## src/design/lvm_pkg.sv

```systemverilog
// ----------------------------------------------------------------------------
// lvm_pkg
// Shared constants and types of the look-at view matrix block.
// ----------------------------------------------------------------------------
package lvm_pkg;

  localparam int FRAC_BITS_DEF = 16;
  localparam int WORD_BITS_DEF = 32;

  // queue status seen by the front and the back
  typedef struct packed {
    logic full;
    logic empty;
  } lvm_qstat_t;

endpackage

```

## src/design/lvm_front.sv

```systemverilog
// ----------------------------------------------------------------------------
// lvm_front
// Takes one command, forms eye - target and flags a zero-length view vector.
// ----------------------------------------------------------------------------
module lvm_front #(
  parameter int WORD_BITS = lvm_pkg::WORD_BITS_DEF
) (
  input  logic                          start,
  output logic                          busy,
  input  logic signed [WORD_BITS-1:0]   eye_x,
  input  logic signed [WORD_BITS-1:0]   eye_y,
  input  logic signed [WORD_BITS-1:0]   eye_z,
  input  logic signed [WORD_BITS-1:0]   target_x,
  input  logic signed [WORD_BITS-1:0]   target_y,
  input  logic signed [WORD_BITS-1:0]   target_z,
  input  logic signed [WORD_BITS-1:0]   up_x,
  input  logic signed [WORD_BITS-1:0]   up_y,
  input  logic signed [WORD_BITS-1:0]   up_z,
  input  lvm_pkg::lvm_qstat_t           qst,
  output logic                          push,
  output logic [9*WORD_BITS+3:0]        entry
);
  import lvm_pkg::*;

  localparam int W = WORD_BITS;

  logic signed [W:0] d_x, d_y, d_z;
  logic              dzero;

  assign busy  = qst.full;
  assign push  = start && !qst.full;

  assign d_x   = (W+1)'(eye_x) - (W+1)'(target_x);
  assign d_y   = (W+1)'(eye_y) - (W+1)'(target_y);
  assign d_z   = (W+1)'(eye_z) - (W+1)'(target_z);
  assign dzero = (eye_x == target_x) && (eye_y == target_y) && (eye_z == target_z);

  assign entry = {dzero, up_z, up_y, up_x, d_z, d_y, d_x, eye_z, eye_y, eye_x};

endmodule

```

## config.mk

```make
export PLATFORM = sky130hd
export DESIGN_NAME = lvm_front
export DESIGN_NICKNAME = d
export VERILOG_FILES = /design/src/design/lvm_pkg.sv /design/src/design/lvm_front.sv
export SDC_FILE = /design/constraint.sdc
export NUM_CORES = 1
export LEC_CHECK = 0
export ABC_AREA = 1
export BUFFER_PORTS_ARGS = -buffer_cell sky130_fd_sc_hd__clkbuf_2
export CORE_AREA = 2 2 225 227
export DETAILED_ROUTE_END_ITERATION = 12
export DIE_AREA = 0 0 227 229
export REMOVE_ABC_BUFFERS = 1
export SKIP_LAST_GASP = 1
export SYNTH_ARGS = -nofsm -noshare
export SYNTH_HDL_FRONTEND = slang
export SYNTH_SLANG_ARGS = --single-unit
```

## constraint.sdc

```tcl
create_clock -name vclk -period 3.91
set_clock_uncertainty 0.15 [all_clocks]
set_input_delay 0 -clock vclk [all_inputs]
set_output_delay 0 -clock vclk [all_outputs]
set_load 0.02 [all_outputs]
```

==> results.tsv <==
metric	value	unit
Worst setup EP type	output pin	
average routed wire per standard cell	19.81	µm
DR vias	11820	
# Max-Cap Violations	0	
Setup-failing EPs final	0	
fin crit share	0.5381	
Final #Nets	2565	
design area	11710	µm²
Rel. slew slack	0.6046	
Core Rows	82	
critical path arrival	1.95	ns
CP Cell Sequence	clkbuf_2 > inv_1 > ha_1 > fa_1 > inv_1 > nand2_1 > nand2_1 > nand3_2 > nand2_2 > nand2_2 > nand2_4 > nand2_2 > nand2_1 > nand2_1 > nand2_1 > clkbuf_2	
Syn Area/Cell	4.968	µm²
die height	229	µm
setup TNS	0	ns
Syn Std Cell Area	9344	µm²
clock share of power	0	
Initial Util	0.1882	
status	complete, no violations	
Crit. Startpoint	eye_x[0]	
FFs & Latches	0	
dpl cells	2749	
drt drc	0	
Worst Setup EP	entry[128]	
CTS resizes	0	
PnR Total Power	2.189	mW
worst min path class	primary input to output pin	
routed wire length	56930	µm
number of global-route vias before repair	10430	
largest net degree at the start of global routing	8	
CP Launch Type	primary input	
share of the synthesized area in the top cell type	0.2912	
CP Class	primary input to output pin	
Post-synth top cells	nand2_1, inv_1, buf_4	
CP max FO	3	
data required time of the worst path	3.76	ns
Final Critical Period	2.104	ns
IO Port Bufs	392	
CP max stage delay	0.45	ns
CLK BUF	0	
most frequent cell on the critical path	nand2_1	
switching share of power	0.6827	
Comb pwr share	1.000	
number of fill cells	5914	
P&R area growth vs syn	25.27	%
synth warn	0	
Layout Cells excl Fill	2874	
Reg area	0	µm²
placer congestion estimate	0.9979	
GRT Overall Usage	0.2086	
Die ar.	51980	µm²
total congestion overflow	0	
RSZ-0062 raised after global routing	no	
drt pass-1 iters	5	
vias per inst	4.112	
Leak	8.088	nW
share of post-route cells with drive strength above 1	0.2080	
P_sw	1.494	mW
Final Hold Fails	0	
Die W	227	µm
post-synth top area cell	nand2_1	
starting DRC count in detailed routing	991	
cts hold-fix bufs	96	
maximum clock rate	0.4753	GHz
hold_ws	0.08174	ns
top cells by area in the synthesized netlist	nand2_1, inv_1, buf_4	
count leader, synth	nand2_1	
slowest CP cell	fa_1	
Slew Limit Fails	0	
Post-DP HPWL	52380	µm
cell count after synthesis	1881	
Ports	585	
antenna violations before repair	68	
Cell Area, Placed	10670	µm²
cell internal pwr	0.6945	mW
DRT antenna net count	0	
setup bufs post-CTS	0	
Core ar.	49660	µm²
first-pass GRT wire length	76260	µm
maximum VDD drop	0.09513	mV
cell area power density	187.0	nW/µm²
sequential share of power	0	
post-synth cell types	24	
slew of the pin with the lowest slew margin	0.5886	ns
sequential area share after synthesis	0	
kinds of logic (layout without fill, tap and decap cells):
group,count (synthesis),after routing,share of synthesized area
and+or+nand+nor,999,999,0.4367
AOI/OAI and AO/OA,67,67,0.03749
adders and majority gates,99,99,0.1350
other,0,29,0
buffers and inverters,671,963,0.3487
xor gates and xnor gates,45,45,0.04218
cell type report:
class | instances | area [µm²] | area share
Antenna cell | 29 | 72.57 | 0.006200
Inverter | 475 | 1783 | 0.1523
Multi-Input combinational cell | 1210 | 6086 | 0.5199
Tap cell | 672 | 840.8 | 0.07183
Timing Repair Buffer | 488 | 2923 | 0.2497
critical path: cells and delay by family:
| kind | cells | cell delay [ns] |
|---|---|---|
| and+or+nand+nor | 10 | 0.77 |
| adders and majority gates | 2 | 0.74 |
| buffers and inverters | 4 | 0.43 |
layout by cell type (no fill, tap or decap), types with 8 or more instances in the layout:
| cell | n |
|---|---|
| ha_1 | 96 |
| xnor2_1 | 8 |
| inv_1 | 468 |
| nand3_1 | 69 |
| diode_2 | 29 |
| xor2_1 | 37 |
| nor2_1 | 121 |
| dlygate4sd3_1 | 96 |
| nand4_1 | 13 |
| nand2_2 | 37 |
| nand2_1 | 725 |
| clkbuf_2 | 392 |
| a21oi_1 | 61 |
power by group through the flow:
stage | sequential (mW) | combinational, mW | clock (mW)
4_1_cts | 0 | 2.19 | 0
3_5_place_dp | 0 | 1.96 | 0
2_1_floorplan | 0 | 1.17 | 0
6_report | 0 | 2.19 | 0.00000100
3_3_place_gp | 0 | 1.96 | 0
5_1_grt | 0 | 2.40 | 0.000000309
how the worst min path moves through the flow:
stage / start / to / slack [ns] / cells past startpoint
2_1_floorplan: qst[1] / busy / -0.15 / 0
3_3_place_gp: up_x[17] / entry[212] / -0.15 / 0
3_5_place_dp: up_x[17] / entry[212] / -0.15 / 0
4_1_cts: eye_z[0] / entry[64] / 0.08 / 2
5_1_grt: eye_z[27] / entry[91] / 0.09 / 2
6_report: eye_z[0] / entry[64] / 0.08 / 2
per-stage QoR:
| step | utilization | setup WS (ns) |
|---|---|---|
| 6_report | 0.2357 | 1.806 |
| 5_1_grt | 0.2347 | 1.598 |
| 3_3_place_gp | 0.2149 | 1.783 |
| 4_1_cts | 0.2343 | 1.774 |
| 3_5_place_dp | 0.2149 | 1.782 |
| 2_1_floorplan | - | 2.264 |
metal layers:
metal  up-vias  global-route usage  share of wire
met4        44             0.01940          0.017
met1      5078              0.2615           0.41
li1       5927                   -              -
met2       634              0.3412           0.43
met5         -                   0         0.0054
met3       135             0.09044           0.13
Power figures use the tool's default switching activity.
