`src/design/lvm_pkg.sv`:
```
// ----------------------------------------------------------------------------
// lvm_pkg
// Shared constants and types of the look-at view matrix block.
// ----------------------------------------------------------------------------
package lvm_pkg;

  localparam int FRAC_BITS_DEF = 16;
  localparam int WORD_BITS_DEF = 32;

  // queue status seen by the front and the back
  typedef struct packed {
    logic full;
    logic empty;
  } lvm_qstat_t;

endpackage

```
`src/design/lvm_fifo.sv`:
```
// ----------------------------------------------------------------------------
// lvm_fifo
// Two-entry queue between the command front and the matrix engine.
// ----------------------------------------------------------------------------
module lvm_fifo #(
  parameter int DW = 8
) (
  input  logic                 clk,
  input  logic                 rst_n,
  input  logic                 push,
  input  logic [DW-1:0]        wdata,
  input  logic                 pop,
  output logic [DW-1:0]        rdata,
  output lvm_pkg::lvm_qstat_t  qst
);
  import lvm_pkg::*;

  logic [DW-1:0] mem_r [2];
  logic          wp_r, rp_r;
  logic [1:0]    cnt_r;

  assign qst.full  = (cnt_r == 2'd2);
  assign qst.empty = (cnt_r == 2'd0);
  assign rdata     = mem_r[rp_r];

  always_ff @(posedge clk) begin
    if (push) begin
      mem_r[wp_r] <= wdata;
    end
    if (!rst_n) begin
      wp_r  <= 1'b0;
      rp_r  <= 1'b0;
      cnt_r <= 2'd0;
    end else begin
      if (push) wp_r <= ~wp_r;
      if (pop)  rp_r <= ~rp_r;
      if (push && !pop)      cnt_r <= cnt_r + 2'd1;
      else if (pop && !push) cnt_r <= cnt_r - 2'd1;
    end
  end

endmodule

```
`config.mk`:
```
export PLATFORM = sky130hd
export DESIGN_NAME = lvm_fifo
export DESIGN_NICKNAME = d
export VERILOG_FILES = /design/src/design/lvm_pkg.sv /design/src/design/lvm_fifo.sv
export SDC_FILE = /design/constraint.sdc
export NUM_CORES = 1
export LEC_CHECK = 0
export ABC_AREA = 1
export BUFFER_PORTS_ARGS = -buffer_cell sky130_fd_sc_hd__buf_2
export CAP_MARGIN = 20
export CORE_UTILIZATION = 45
export DETAILED_ROUTE_END_ITERATION = 10
export PLACE_DENSITY = 0.7
export SYNTH_ARGS = -nofsm -noshare
export SYNTH_HDL_FRONTEND = slang
export SYNTH_SLANG_ARGS = --single-unit
```
`constraint.sdc`:
```
create_clock -name clk -period 2.7 [get_ports clk]
set_clock_uncertainty 0.1 [all_clocks]
set_input_delay 0.54 -clock clk [delete_from_list [all_inputs] [get_ports clk]]
set_output_delay 0.54 -clock clk [all_outputs]
set_load 0.01 [all_outputs]
```
==> summary.md <==
| Metric | Value |
|---|---|
| Switching part of the total | `23.26%` |
| Crit path DAT | `around 1400 ps` |
| Clk pwr share | `a little under a quarter` |
| Largest net degree at the start of global routing | `13` |
| Psw | `0.1404 mW` |
| Crit path cell chain | `mux2_2 > buf_2` |
| Fin. Hold Viols | `0` |
| CTS Sinks | `21` |
| R2r endpoint | `mem_r[0][3]` |
| DRT antenna net count | `0` |
| Hold_sp | `wdata[5]` |
| Slew Viols, Final | `0` |
| RSZ-0062 raised after global routing | `false` |
| Worst r2r src | `wp_r` |
| Core Area | `1594 um^2` |
| Critical path's top delay family | `flip-flops` |
| Routed wire per std cell | `11.38 um` |
| Post_cts resized | `0` |
| Most frequent cells in the layout | `buf_2 (21), edfxtp_1 (16), inv_1 (8), mux2_2 (8), nor2_1 (7)` |
| Worst EP required | `~2100 ps` |
| Worst R2R Setup Slack | `about 1400 ps` |
| Hold Path End | `mem_r[0][5]` |
| Max-Cap Viols | `0` |
| CP max stage delay | `550 ps` |
| Root buf cell | `clkbuf_4` |
| Max Buffers Root-to-Sink | `2` |
| Sequential Power Share | `between 60% and 70%` |
| Die W | `~44 um` |
| Worst-path clk slew | `around 110 ps` |
| Worst-path maximum fanout | `8` |
| Fillers | `roughly 140` |
| Initial antenna violation count | `0` |
| Hold/Removal Path Class | `in2reg` |
| Startpoint Class | `flip-flop` |
| Max Clk Rate | `between 400 and 500 MHz` |
| Tmin final | `2011 ps` |
| DRC viols | `0` |
| Internal power | `0.4632 mW` |
| Area of the multi-input gates | `~190 um^2` |
| Leading cell type in the layout, fill and taps excluded | `buf_2` |
| Yosys top cell area share | `between 50% and 60%` |
| Rel. slew slack | `a little over half` |
| DIE AREA | `between 1500 and 2000 um^2` |
| H-tree Lvls | `1` |
| CTS tree | `done` |
| Hold Path Stages | `1` |
| Cell taking the most area after synthesis | `edfxtp_1` |
| Final TNS setup | `0 ps` |
| Final worst path period share | `roughly three quarters` |
| IO buf count | `21` |
| Top post-synthesis cells by area | `edfxtp_1 (60%), dfxtp_1 (12%), mux2_2 (11%)` |
| Gp weighted congestion | `0.6956` |
| Via count | `501` |
| Initial core utilization | `50.47%` |
| Combinational Power Share | `about an eighth` |
| P&R area growth vs syn | `19.60%` |
| Drt pass-1 iters | `4` |
| Final Util | `about three fifths` |
| CTS Hold Bufs | `0` |
| Nets | `96` |
| Critical Path End Type | `output pin` |
| Final setup violation count | `0` |
| Iter 0 DRT Violations | `9` |
| Mapped Nets | `a little over 70` |
| Synth Warn # | `0` |
| Cell Area, Placed | `slightly above 900 um^2` |
| Slowest CP cell | `dfxtp_1` |
| Leakage power | `between 0.4 and 0.5 nW` |
| Overall global routing resource usage | `between 10% and 20%` |
| First-pass GRT wire length | `2076 um` |
| DP HPWL | `approximately 870 um` |
| VDD IR max | `between 0.0003 and 0.0004 V` |
| Syn Std Cell Area | `between 800 and 900 um^2` |
| Post-Syn Instances | `58` |
| PwrDens | `between 600 and 700 nW/um^2` |
| Fraction of layout cells with a size suffix above 1 | `42.68%` |
| Num CTS Buffers | `3` |
| Vias in the first global route | `about 500` |
| Sequential share of the synthesized area | `slightly above 70%` |
| Crit path buf inv count | `1` |
| R2R depth | `1` |
| GRT overflow | `0` |
| Register Area | `just under 600 um^2` |
| IO Count | `22` |
| DIE HEIGHT | `roughly 44 um` |
| Row Count | `14` |
| Slew @ Worst Pin | `slightly above 700 ps` |
| WS Path Type | `reg2out` |
| Synth Register Bits | `21` |
| Routed wire length | `between 1000 and 1500 um` |
| Syn Area/Cell | `13.87 um^2` |
| Worst skew pair latency | `roughly 290 ps` |
| Setup Fix Bufs, Post-CTS | `0` |
| Antenna diodes | `0` |
| Vias per cell | `approximately 4.7` |
| Outcome | `completed` |
| Netlist cell types | `16` |
| Cell area after layout | `around 960 um^2` |
==> cell type report <==
type | count | area share [%]
flip-flops and latches | 21 | 60.34
multi-input cells | 27 | 19.25
repair buffers | 21 | 10.92
inverters | 9 | 3.511
well taps | 24 | 3.121
clock buffers | 3 | 2.341
clock inverters | 1 | 0.5202
==> through the flow <==
step / setup WS (ps) / hold slack [ps] / std cells / power (mW)
2_1_floorplan: 1237 / 378.0 / 58 / 0.4364
3_3_place_gp: 987.2 / 393.3 / 102 / 0.4662
3_5_place_dp: 975.2 / 398.9 / 102 / 0.4698
4_1_cts: 672.9 / 321.7 / 106 / 0.6085
5_1_grt: 628.6 / 311.3 / 106 / 0.6358
6_report: 689.0 / 328.3 / 106 / 0.6036
==> registers in the layout, indices dropped and copies added, names as in the netlist, named ones only <==
name,flops
wp_r,1
cnt_r,2
rp_r,1
mem_r,16
==> cells in the mapped netlist <==
library cell and n:
a21oi_1 1, buf_2 1, dfxtp_1 5, edfxtp_1 16, ha_1 1, inv_1 8
inv_2 1, mux2_2 8, nand2_1 4, nand2_2 1, nand3_1 1, nand4_1 1
nor2_1 7, nor3_1 1, o21ai_0 1, xnor2_1 1
==> power by group through the flow <==
stage | sequential, mW | clock, mW | combinational [mW]
after floorplan | 0.383 | 0 | 0.0534
after global placement | 0.389 | 0 | 0.0775
after detailed placement | 0.390 | 0 | 0.0798
after CTS | 0.383 | 0.146 | 0.0802
after global routing | 0.386 | 0.160 | 0.0896
final | 0.383 | 0.142 | 0.0792
==> cells by family after synthesis <==
family,Yosys count,share of synthesized area (%)
xor+xnor,1,1.089
mux,8,11.20
flops,21,72.16
simple gates,15,7.931
fa+ha+maj,1,1.555
buf+inv,10,4.820
compound gates,2,1.243
==> metal layers <==
metal	routed length (um)	track usage (%)	part of all wire, %
met5	0	0	0
met4	18	9.091	1.5
met3	66	4.490	5.5
met2	603	25.88	50
met1	518	17.58	43
==> worst max path at each step <==
stage / startpoint / end / depth (start not counted)
2_1_floorplan: flip-flop / rdata[0] / 2
5_1_grt: flip-flop / rdata[4] / 2
6_report: flip-flop / rdata[0] / 2
4_1_cts: flip-flop / rdata[0] / 2
3_5_place_dp: push / mem_r[0][5] / 3
3_3_place_gp: push / mem_r[0][5] / 3
(Power assumes the default switching activity.)
